`src/sgb_pkg.sv`:
```
// shared types, constants and register codes for the separable blur core
// no dependencies; every file of the block but sgb_ram imports this package

package sgb_pkg;

  localparam int MAX_WIDTH_DEF  = 1024;
  localparam int MAX_HEIGHT_DEF = 4096;
  localparam int MAX_RADIUS_DEF = 4;

  localparam int PIX_W      = 8;
  localparam int RGB_W      = 3 * PIX_W;
  localparam int COEF_W     = 17;
  localparam int NCOEF      = 5;
  localparam int FRAC_W     = 16;
  localparam int PROD_W     = PIX_W + 1 + COEF_W;
  localparam int CFG_IDX_W  = 3;
  localparam int CFG_DATA_W = 17;

  localparam logic [10:0]       WIDTH_RST  = 11'd1024;
  localparam logic [12:0]       HEIGHT_RST = 13'd1024;
  localparam logic [COEF_W-1:0] CENTER_RST = 17'h10000;

  typedef enum logic [CFG_IDX_W-1:0] {
    CFG_IMAGE_WIDTH  = 3'd0,
    CFG_IMAGE_HEIGHT = 3'd1,
    CFG_BLUR_RADIUS  = 3'd2,
    CFG_COEF_CENTER  = 3'd3,
    CFG_COEF_DIST1   = 3'd4,
    CFG_COEF_DIST2   = 3'd5,
    CFG_COEF_DIST3   = 3'd6,
    CFG_COEF_DIST4   = 3'd7
  } cfg_idx_e;

  typedef enum logic {
    CMD_PIXEL = 1'b0,
    CMD_DRAIN = 1'b1
  } cmd_e;

  typedef struct packed {
    logic       command;
    logic [7:0] red_in;
    logic [7:0] green_in;
    logic [7:0] blue_in;
  } sgb_in_t;

  typedef struct packed {
    logic [7:0]  red_out;
    logic [7:0]  green_out;
    logic [7:0]  blue_out;
    logic [9:0]  out_column;
    logic [11:0] out_row;
    logic        last_in_run;
    logic        frame_done;
  } sgb_out_t;

endpackage

```
`src/sgb_merge.sv`:
```
// merges the lane products of one channel: sum, drop fraction, saturate
// depends on sgb_pkg

module sgb_merge #(
  parameter int NL = 5
) (
  input  logic [sgb_pkg::PROD_W-1:0] prod_i [NL],
  output logic [sgb_pkg::PIX_W-1:0]  pix_o
);
  import sgb_pkg::*;

  localparam int SUM_W = PROD_W + $clog2(NL);

  logic [SUM_W-1:0] sum;

  always_comb begin
    sum = '0;
    for (int i = 0; i < NL; i++) begin
      sum = sum + SUM_W'(prod_i[i]);
    end
  end

  // anything above the integer byte means saturation
  assign pix_o = (|sum[SUM_W-1:FRAC_W+PIX_W]) ? {PIX_W{1'b1}}
                                              : sum[FRAC_W+PIX_W-1:FRAC_W];

endmodule

```
`config.mk`:
```
export PLATFORM = sky130hd
export DESIGN_NAME = sgb_merge
export DESIGN_NICKNAME = d
export VERILOG_FILES = /design/src/sgb_pkg.sv /design/src/sgb_merge.sv
export SDC_FILE = /design/constraint.sdc
export NUM_CORES = 1
export LEC_CHECK = 0
export ABC_AREA = 1
export BUFFER_PORTS_ARGS = -buffer_cell sky130_fd_sc_hd__buf_2
export CORE_ASPECT_RATIO = 1.1
export CORE_MARGIN = 3
export CORE_UTILIZATION = 54
export DETAILED_ROUTE_END_ITERATION = 12
export GPL_ROUTABILITY_DRIVEN = 0
export PLACE_DENSITY = 0.93
export RECOVER_POWER = 25
export REMOVE_ABC_BUFFERS = 1
export SYNTH_ARGS = -nofsm -noshare
export SYNTH_HDL_FRONTEND = slang
export SYNTH_SLANG_ARGS = --single-unit
```
`constraint.sdc`:
```
create_clock -name vclk -period 6.6
set_input_delay 1.32 -clock vclk [all_inputs]
set_output_delay 1.32 -clock vclk [all_outputs]
set_load 0.01 [all_outputs]
```
==> results.cfg <==
[sta]
max_freq_mhz = 160
slew_violations = 0
report.final.setup_viol = 0
fin_crit_sh_pct = 94.5
maxSlewHeadroom_pct = 76.8
transition_time_of_the_tightest_slew_check_pin_ns = 0.344
rsz0062_at_grt = no
fin_crit_ns = 6.24
hold_violations = 0
setup_slack_ns = 0.365
setup-tns-final_ns = 0

[synthesis]
avgSynthCellArea_um2 = 6.55
synth_cells = 615
post-synth-top-area-fraction_pct = 37.8
synthesis.yosys.warnings = 0
yosysSeqAreaShare_pct = 0
synth_cell_types = 27
synth_commonest_cells = sky130_fd_sc_hd__inv_1 (262), sky130_fd_sc_hd__nand2_1 (99), sky130_fd_sc_hd__fa_1 (76), sky130_fd_sc_hd__nor2_1 (41)
netlist_top_cells_area = sky130_fd_sc_hd__fa_1 (38%), sky130_fd_sc_hd__inv_1 (24%), sky130_fd_sc_hd__nand2_1 (9.2%), sky130_fd_sc_hd__ha_1 (8.4%), sky130_fd_sc_hd__nor2_1 (3.8%)
synth_top_area_cell = sky130_fd_sc_hd__fa_1
yosysMostFrequentCell = sky130_fd_sc_hd__inv_1
mappedNetlistArea_mm2 = 0.00403

[finish]
fillerInstances = 643
post_route_cells_drive_above_1_share_pct = 21.0
antenna_cells_inserted = 0
finish.net_count = 988
clockBufferCount = 0
n_sequential_cell = 0
synthToLayoutAreaGrowth_pct = 19.8
regArea_um2 = 0
post-route-cell-area_mm2 = 0.00482
final_util_pct = 67.7
multiInputGateArea_mm2 = 0.00304

[global_routing]
grt_use_total_pct = 22.0
grt_start_max_net_pins = 9
grt_antenna_before_repair = 0
grt_pass1_wl_um = 15600
globalRoute.totalOverflow = 0
number_of_global_route_vias_before_repair = 4300

[critical_path]
crit_required_ns = 5.28
critPathMaxFanout = 8
timing.critical_path.from_type = input pin
type_of_the_worst_setup_path = input pin to output pin
timing.critical_path.arrival_ns = 4.92
crit_path_end_kind = output pin

[power]
power_density_cells_mw_per_mm2 = 281
largest_vdd_supply_drop_v = 0.000144
power.static_leakage_nw = 3.17
report.power.total_mw = 1.36

[clocking]
post_cts_buffers = 0
post_cts_resized = 0
cts_hold_buf = 0

[place]
placement.setup.worst_slack_ns = 0.337
port_buffers = 138
dpl_cell_area_mm2 = 0.00482
post-dp-hpwl_um = 8670

[detailed_routing]
post_drt_wl_per_cell_um = 11.0
viasPerCell = 4.86
drt-pass1-iter-count = 4
drt_drc_violations_left = 0
num_vias = 4076
detail_route.wirelength_um = 9200
antenna_viol_nets_final = 0
detailedRoute.firstIterationViolations = 221

[status]
outcome = finished clean

[min_path]
holdPathStages = 9
timing.hold.worst.class = input pin to output pin

[die]
ioPinCount = 138
placeableCoreArea_mm2 = 0.00713
initial_core_util_pct = 56.5
num_rows = 32
die_area_mm2 = 0.00853
die-width_um = 88.3
dieHeight_um = 96.6

[job]
maxCapViolations = 0
per-layer routing:
metal	wire length (um)	part of all wire (%)	track usage, %	vias to the layer above
met3	705	7.7	1.87	33
met4	261	2.8	8.44	0
met1	3240	35	22.8	1855
met5	0	0	0	-
li1	-	-	-	1996
met2	4990	54	44.7	192
cells in the final DEF (no fill, tap or decap):
master	instances
sky130_fd_sc_hd__o21bai_1	1
sky130_fd_sc_hd__o22ai_1	1
sky130_fd_sc_hd__a21oi_2	1
sky130_fd_sc_hd__nor2_2	3
sky130_fd_sc_hd__xor2_1	3
sky130_fd_sc_hd__a21oi_1	27
sky130_fd_sc_hd__nor4_2	1
sky130_fd_sc_hd__o21a_1	1
sky130_fd_sc_hd__nor2_4	5
sky130_fd_sc_hd__nor3_1	3
sky130_fd_sc_hd__clkbuf_1	1
sky130_fd_sc_hd__inv_2	2
sky130_fd_sc_hd__fa_1	76
sky130_fd_sc_hd__o21ai_0	14
sky130_fd_sc_hd__buf_2	137
sky130_fd_sc_hd__nand2_1	99
sky130_fd_sc_hd__nor2_1	41
sky130_fd_sc_hd__o21ai_1	1
sky130_fd_sc_hd__nand3b_1	1
sky130_fd_sc_hd__nand3_2	1
sky130_fd_sc_hd__a21o_1	4
sky130_fd_sc_hd__nand2_2	7
sky130_fd_sc_hd__ha_1	27
sky130_fd_sc_hd__inv_1	262
sky130_fd_sc_hd__o211ai_1	2
sky130_fd_sc_hd__nor3_2	1
sky130_fd_sc_hd__nand4_1	6
sky130_fd_sc_hd__xnor2_1	1
sky130_fd_sc_hd__nand3_1	24
cells by family after synthesis:
logic type | after synthesis | synth area share (%)
and+or+nand+nor | 192 | 21.3
AOI/OAI and AO/OA | 52 | 7.08
xor gates and xnor gates | 4 | 0.870
buffers and inverters | 264 | 24.6
adders and majority gates | 103 | 46.2
final timing paths:
path,startpoint,to,slack (ns)
max,prod_i[13],pix_o[0],0.36
min,prod_i[104],pix_o[6],3.44
worst max-delay path, stage by stage:
cell and delay [ns]:
sky130_fd_sc_hd__buf_2 0.08, sky130_fd_sc_hd__inv_1 0.05, sky130_fd_sc_hd__fa_1 0.53, sky130_fd_sc_hd__inv_1 0.05, sky130_fd_sc_hd__fa_1 0.50, sky130_fd_sc_hd__inv_1 0.05, sky130_fd_sc_hd__fa_1 0.49, sky130_fd_sc_hd__inv_1 0.04
sky130_fd_sc_hd__ha_1 0.33, sky130_fd_sc_hd__nand2_2 0.15, sky130_fd_sc_hd__inv_1 0.06, sky130_fd_sc_hd__a21oi_1 0.21, sky130_fd_sc_hd__o21ai_1 0.12, sky130_fd_sc_hd__a21oi_1 0.22, sky130_fd_sc_hd__nand2_1 0.08, sky130_fd_sc_hd__nand2_1 0.07
sky130_fd_sc_hd__nand2_1 0.09, sky130_fd_sc_hd__nor2_4 0.20, sky130_fd_sc_hd__nand3_1 0.11, sky130_fd_sc_hd__buf_2 0.16
report_power, final:
| part | leakage (nW) | internal [mW] | total (mW) | switching (mW) |
|---|---|---|---|---|
| clock | 0 | 0 | 0 | 0 |
| combinational | 3.17 | 0.488 | 1.36 | 0.869 |
| sequential | 0 | 0 | 0 | 0 |
| total | 3.17 | 0.488 | 1.36 | 0.869 |
final cells by class:
class	count	area share, %
inverters	264	20.5
multi-input cells	351	63.0
well taps	85	2.20
repair buffers	138	14.3
metrics by stage:
stage	hold slack [ns]	std cells
2_1_floorplan	3.15	615
3_3_place_gp	3.41	838
3_5_place_dp	3.41	838
4_1_cts	3.42	838
5_1_grt	3.55	838
6_report	3.44	838
Note: power is estimated with default switching activity, not from simulation.
