==> config.mk <==
export PLATFORM = sky130hd
export DESIGN_NAME = sgb_tap_lane
export DESIGN_NICKNAME = d
export VERILOG_FILES = /design/src/sgb_pkg.sv /design/src/sgb_tap_lane.sv
export SDC_FILE = /design/constraint.sdc
export NUM_CORES = 1
export LEC_CHECK = 0
export BUFFER_PORTS_ARGS = -buffer_cell sky130_fd_sc_hd__buf_2
export CELL_PAD_IN_SITES_DETAIL_PLACEMENT = 1
export CELL_PAD_IN_SITES_GLOBAL_PLACEMENT = 1
export CORE_MARGIN = 3
export CORE_UTILIZATION = 27
export DETAILED_ROUTE_END_ITERATION = 10
export PLACE_DENSITY_LB_ADDON = 0.1
export SYNTH_ARGS = -nofsm -noshare
export SYNTH_HDL_FRONTEND = slang
export SYNTH_SLANG_ARGS = --single-unit
==> constraint.sdc <==
create_clock -name clk_i -period 5.44 [get_ports clk_i]
set_input_delay 0.272 -clock clk_i [delete_from_list [all_inputs] [get_ports clk_i]]
set_output_delay 0.272 -clock clk_i [all_outputs]
set_load 0.01 [all_outputs]
==> src/sgb_pkg.sv <==
// shared types, constants and register codes for the separable blur core
// no dependencies; every file of the block but sgb_ram imports this package

package sgb_pkg;

  localparam int MAX_WIDTH_DEF  = 1024;
  localparam int MAX_HEIGHT_DEF = 4096;
  localparam int MAX_RADIUS_DEF = 4;

  localparam int PIX_W      = 8;
  localparam int RGB_W      = 3 * PIX_W;
  localparam int COEF_W     = 17;
  localparam int NCOEF      = 5;
  localparam int FRAC_W     = 16;
  localparam int PROD_W     = PIX_W + 1 + COEF_W;
  localparam int CFG_IDX_W  = 3;
  localparam int CFG_DATA_W = 17;

  localparam logic [10:0]       WIDTH_RST  = 11'd1024;
  localparam logic [12:0]       HEIGHT_RST = 13'd1024;
  localparam logic [COEF_W-1:0] CENTER_RST = 17'h10000;

  typedef enum logic [CFG_IDX_W-1:0] {
    CFG_IMAGE_WIDTH  = 3'd0,
    CFG_IMAGE_HEIGHT = 3'd1,
    CFG_BLUR_RADIUS  = 3'd2,
    CFG_COEF_CENTER  = 3'd3,
    CFG_COEF_DIST1   = 3'd4,
    CFG_COEF_DIST2   = 3'd5,
    CFG_COEF_DIST3   = 3'd6,
    CFG_COEF_DIST4   = 3'd7
  } cfg_idx_e;

  typedef enum logic {
    CMD_PIXEL = 1'b0,
    CMD_DRAIN = 1'b1
  } cmd_e;

  typedef struct packed {
    logic       command;
    logic [7:0] red_in;
    logic [7:0] green_in;
    logic [7:0] blue_in;
  } sgb_in_t;

  typedef struct packed {
    logic [7:0]  red_out;
    logic [7:0]  green_out;
    logic [7:0]  blue_out;
    logic [9:0]  out_column;
    logic [11:0] out_row;
    logic        last_in_run;
    logic        frame_done;
  } sgb_out_t;

endpackage

==> src/sgb_tap_lane.sv <==
// one tap lane: adds the mirrored tap pair and scales by the tap weight
// depends on sgb_pkg

module sgb_tap_lane (
  input  logic                         clk_i,
  input  logic                         en_i,
  input  logic [sgb_pkg::PIX_W-1:0]    a_i,
  input  logic [sgb_pkg::PIX_W-1:0]    b_i,
  input  logic [sgb_pkg::COEF_W-1:0]   coef_i,
  output logic [sgb_pkg::PROD_W-1:0]   prod_o
);
  import sgb_pkg::*;

  logic [PIX_W:0]    pair;
  logic [PROD_W-1:0] prod_d, prod_q;

  assign pair   = {1'b0, a_i} + {1'b0, b_i};
  assign prod_d = PROD_W'(pair) * PROD_W'(coef_i);

  always_ff @(posedge clk_i) begin
    if (en_i) begin
      prod_q <= prod_d;
    end
  end

  assign prod_o = prod_q;

endmodule

==> results.cfg, run 1 <==
[critical_path]
crit_chain = buf_8, ha_4, inv_2, fa_2, nor2b_2, o21ai_2, a21boi_2, o21a_4, nor3_4, buf_6, or3b_4, fa_2, fa_1, fa_1, fa_1, inv_2, ha_4, a21o_1, a21oi_4, a211oi_4, o211ai_1, a31oi_1, xor2_1
crit_fanout = 5
crit_path_start_kind = primary input
cp_common_cell = fa_1
path_delay_family = adder cells
max_stage_delay_ns = 0.56
crit_slowest_cell = fa_1
required_ns = 5.45
endpoint_kind = flip-flop
cp.arrival_ns = 5.41
path_class = primary input to flip-flop
cp_num_buf_inv = 4

[detailed_routing]
post_drt_wl_per_cell_um = 16.0
viasPerCell = 4.54
ant_nets = 0
wirelength_um = 18900
drc = 0
vias = 5366
drt_pass1_iterations = 4
drt_first_iter_violations = 182

[logic_synthesis]
syn_area_um2 = 6440
yosys_warnings = 0
async_flop_share_pct = 0
synth_edf_count = 26
synth.most_common_cell = inv_1
ys.flop_type = edfxtp_1
ys_types = 58
seq_area_frac_synth_pct = 12.1
avgSynthCellArea_um2 = 9.23
syn_nets = 894
ys_seq_elements = 26
synth.largest_area_cell = fa_1
ys_top_cells_by_area = fa_1 33%, edfxtp_1 12%, ha_1 10%, inv_1 8.3%, and2_1 4.8%
synth_top_area_share_pct = 33.2
syn_inst = 698
synth_common_cells = 143 x inv_1, 107 x fa_1, 76 x nand2_1, 54 x ha_1, 49 x and2_1

[run]
cap_viol_max_count = 0

[clock_network]
cts.sinks = 26
htreeDepth = 1
cts_made_buffers = 3
cts_buffer_depth = 2
cts-hold-fix-buffers = 0
clk_pin_slew_ns = 0.07
clock-root-buffer = clkbuf_16
cts_tree = built

[run_status]
run_status = completed

[floorplan]
fp-row-count = 55
die-area_um2 = 25800
start_util_pct = 27.9
die_y_um = 160
die_w_um = 160
core_area_um2 = 23100
io_pins = 61

[min_path]
hold_end = prod_o[0]
min_path_cells = 2
hold_class = primary input to flip-flop
worstHoldStart = coef_i[0]

[timing]
max_freq_mhz = 185
worst_pin_slew_ns = 0.640
slew_violations = 0
setup_violations = 0
finalCritPeriodShare_pct = 99.3
rsz0062_at_grt = true
slew_headroom_pct = 57.3
finalCriticalPeriod_ns = 5.40
timing.final.hold_violations = 0

[global_routing]
grt_max_degree = 27
grt_pass1_vias = 6344
grt_use_total_pct = 15.1
grt_pass1_wl_um = 31800
antenna_found_initial = 0
grt.overflow.total = 0

[layout]
n_antenna_cell = 0
postLayoutCoreUtil_pct = 38.6
drive_above_1_share_pct = 36.8
syn2layout_area_growth_pct = 38.0
nets = 1065
largest_reg_flops = 26

[placed_design]
place_hpwl_um = 15200
port_buffers = 60
gp_congestion = 0.777
==> cells by family (layout without fill, tap and decap cells) <==
| family | count (synthesis) | after routing | synth area share (%) |
|---|---|---|---|
| and+or+nand+nor | 212 | 212 | 17.4 |
| buffers and inverters | 170 | 340 | 10.3 |
| adders and majority gates | 161 | 161 | 43.7 |
| AOI/OAI and AO/OA | 90 | 90 | 10.7 |
| DFF | 26 | 26 | 12.1 |
| xor gates and xnor gates | 21 | 21 | 2.85 |
| muxes | 18 | 18 | 2.85 |
==> final cells by class <==
cell class	instances	area, um^2
Timing Repair Buffer	193	1440
Tap cell	313	392
Inverter	143	537
Clock inverter	1	3.75
Clock buffer	3	75.1
Multi-Input combinational cell	502	5660
Sequential cell	26	781
Fill cell	2633	14200
==> worst max path at each step <==
stage                     startpoint  cells past startpoint    endpoint
final                         b_i[0]                     23  prod_o[18]
after global routing          b_i[0]                     23  prod_o[18]
after CTS                     b_i[0]                     22  prod_o[23]
after detailed placement      a_i[0]                     23  prod_o[24]
after global placement        a_i[0]                     24  prod_o[24]
after floorplan               a_i[0]                     23  prod_o[21]
==> placed cells by master (no fill, tap or decap), types with 8 or more instances in the layout <==
master and instances:
a21oi_1 10, mux2i_1 10, edfxtp_1 26, nor2_2 8, xnor2_1 13, inv_1 129, buf_2 58, buf_4 113
nand2_1 73, a21o_1 9, and2_1 43, fa_2 9, ha_4 15, buf_6 15, nor3b_2 10, nand2b_1 31
ha_1 39, nor2_1 12, inv_2 14, fa_1 98
==> stage by stage <==
step	hold WS (ns)	instance area, um^2	std cells	setup WS (ns)	setup TNS, ns
after floorplan	0.384	6520	698	-0.0120	-0.0182
after global placement	0.683	7890	1146	-0.622	-6.95
after detailed placement	0.686	7890	1146	-0.713	-8.66
after CTS	0.520	8500	1169	-0.0759	-0.352
after global routing	0.517	8890	1181	-0.193	-1.14
final	0.520	8890	1181	0.0373	0
==> layer usage <==
layer	vias to the layer above	routed length, um	global-route usage [%]
li1	2534	-	-
met1	2779	7740	17.6
met2	47	10700	30.4
met3	6	365	1.62
met4	0	80	1.03
met5	-	0	0
==> repair_timing <==
action,4_1_cts,5_1_grt
buffers inserted,22,13
setup endpoints to repair,13,15
pin swaps,52,70
cloned,1,1
gates resized for setup,68,82
Power of run 1 is not shown: default switching activity piles up to over one toggle a cycle in this logic, so the estimate is an artifact.
==> inputs of run 2 (changes only) <==
CORE_ASPECT_RATIO = 0.8   (was default)
==> run 2 against run 1 <==
  * The run now ends with negative setup slack left
  * Hold slack better by 0.049 ns
  * Critical path type unchanged
  * Die area hardly changed
  * Sequential cell count stayed put
  * Utilization is 0.86 points lower
  * Cell count is 1.0% lower
  * Global-route usage is 0.36 points higher
  * Clock-buffer cell count stayed put
  * First-iteration DRC count is 27% lower
  * Cell area is 2.7% lower
  * Sequential share of layout area is 0.25 points higher
==> results.cfg, run 2 (synthesis gave the netlist of run 1 again) <==
[layout]
nets = 1060
largest_reg_flops = 26
syn2layout_area_growth_pct = 34.2
finalInstanceArea_um2 = 8640
num-fill-cells = 2678
n_antenna_cell = 0
drive_above_1_share_pct = 32.2
final_common_cell = inv_1
layout_common_cells = 141 x inv_1, 114 x buf_4, 104 x fa_1, 73 x nand2_1, 58 x buf_2

[critical_path]
cp.arrival_ns = 5.51
max_stage_delay_ns = 0.56
path_class = primary input to flip-flop
crit_fanout = 7
path_delay_family = adder cells
crit_path_start_kind = primary input
cp_common_cell = fa_1
crit_slowest_cell = fa_1
crit_chain = buf_2, ha_1, a21o_1, a21oi_2, o21ai_1, a21oi_2, buf_4, xnor2_1, buf_4, and2_1, fa_1, fa_1, fa_1, inv_1, fa_1, inv_1, ha_4, a21oi_4, o21ai_2, a221o_1, a31oi_4, a21bo_1, xnor2_1
required_ns = 5.46
startpoint = a_i[1]
cp_num_buf_inv = 5
endpoint_kind = flip-flop

[detailed_routing]
ant_nets = 0
wirelength_um = 19000
drt_pass1_iterations = 4
post_drt_wl_per_cell_um = 16.2
drt_first_iter_violations = 132
vias = 5312
viasPerCell = 4.54
drc = 0

[floorplan]
core_area_um2 = 22900
io_pins = 61
die_y_um = 144
die_w_um = 179
start_util_pct = 28.1
die-area_um2 = 25800
fp-row-count = 49

[clock_network]
clk_pin_slew_ns = 0.07
clock-root-buffer = clkbuf_16
cts_tree = built
cts.sinks = 26
cts_buffer_depth = 2
htreeDepth = 1
cts_made_buffers = 3
cts-hold-fix-buffers = 0

[placed_design]
place_area_um2 = 7880
gp_congestion = 0.826
place_hpwl_um = 15500
port_buffers = 60

[run]
cap_viol_max_count = 0

[timing]
finalCritPeriodShare_pct = 101
slew_violations = 0
slew_headroom_pct = 57.5
finalCriticalPeriod_ns = 5.49
setup_violations = 6
rsz0062_at_grt = true
timing.final.hold_violations = 0
max_freq_mhz = 182
worst_pin_slew_ns = 0.638
setup_ws_ns = -0.0471
tns_ns = -0.145

[global_routing]
grt_max_degree = 27
grt.overflow.total = 0
antenna_found_initial = 0
grt_pass1_wl_um = 31500
grt_use_total_pct = 15.4
grt_pass1_vias = 6265

[run_status]
violations = negative setup slack
run_status = finished, violations left

[min_path]
hold_class = primary input to flip-flop
worstHoldStart = en_i
==> run 2: timing repair <==
item | 4_1_cts | 5_1_grt
pin swaps | 41 | 45
cloned | 2 | 1
setup buffers | 14 | 9
setup endpoints to repair | 13 | 17
gates resized for setup | 52 | 39
hold endpoints to repair | 0 | 0
==> run 2: area by class of cell <==
class	instances	area, um^2	area share (%)
clock inverter	1	3.75	0.0434
inverter	143	537	6.21
multi-input combinational	504	5500	63.6
clock buffer	3	75.1	0.868
tap	306	383	4.43
sequential	26	781	9.03
timing repair buffer	186	1370	15.8
==> run 2: final timing paths <==
check	endpoint	cells past startpoint
worst min-delay path	prod_o[6]	1
worst max-delay path	prod_o[25]	23
==> run 2: per-stage QoR <==
step	util (%)	cells	setup WS [ns]	hold slack [ns]
after floorplan	-	698	-0.0120	0.384
after global placement	34.4	1141	-0.643	0.685
after global routing	37.7	1169	-0.250	0.581
after CTS	36.5	1159	-0.174	0.578
after detailed placement	34.4	1141	-0.686	0.686
final	37.7	1169	-0.0471	0.569
==> run 2: layer usage <==
metal	track usage, %	up-vias	share of wire [%]
met5	0	-	0
met2	28.8	43	51
met3	1.47	13	1.7
li1	-	2527	-
met4	1.76	0	1.1
met1	19.9	2729	46
Power of run 2 is left out for the same reason.
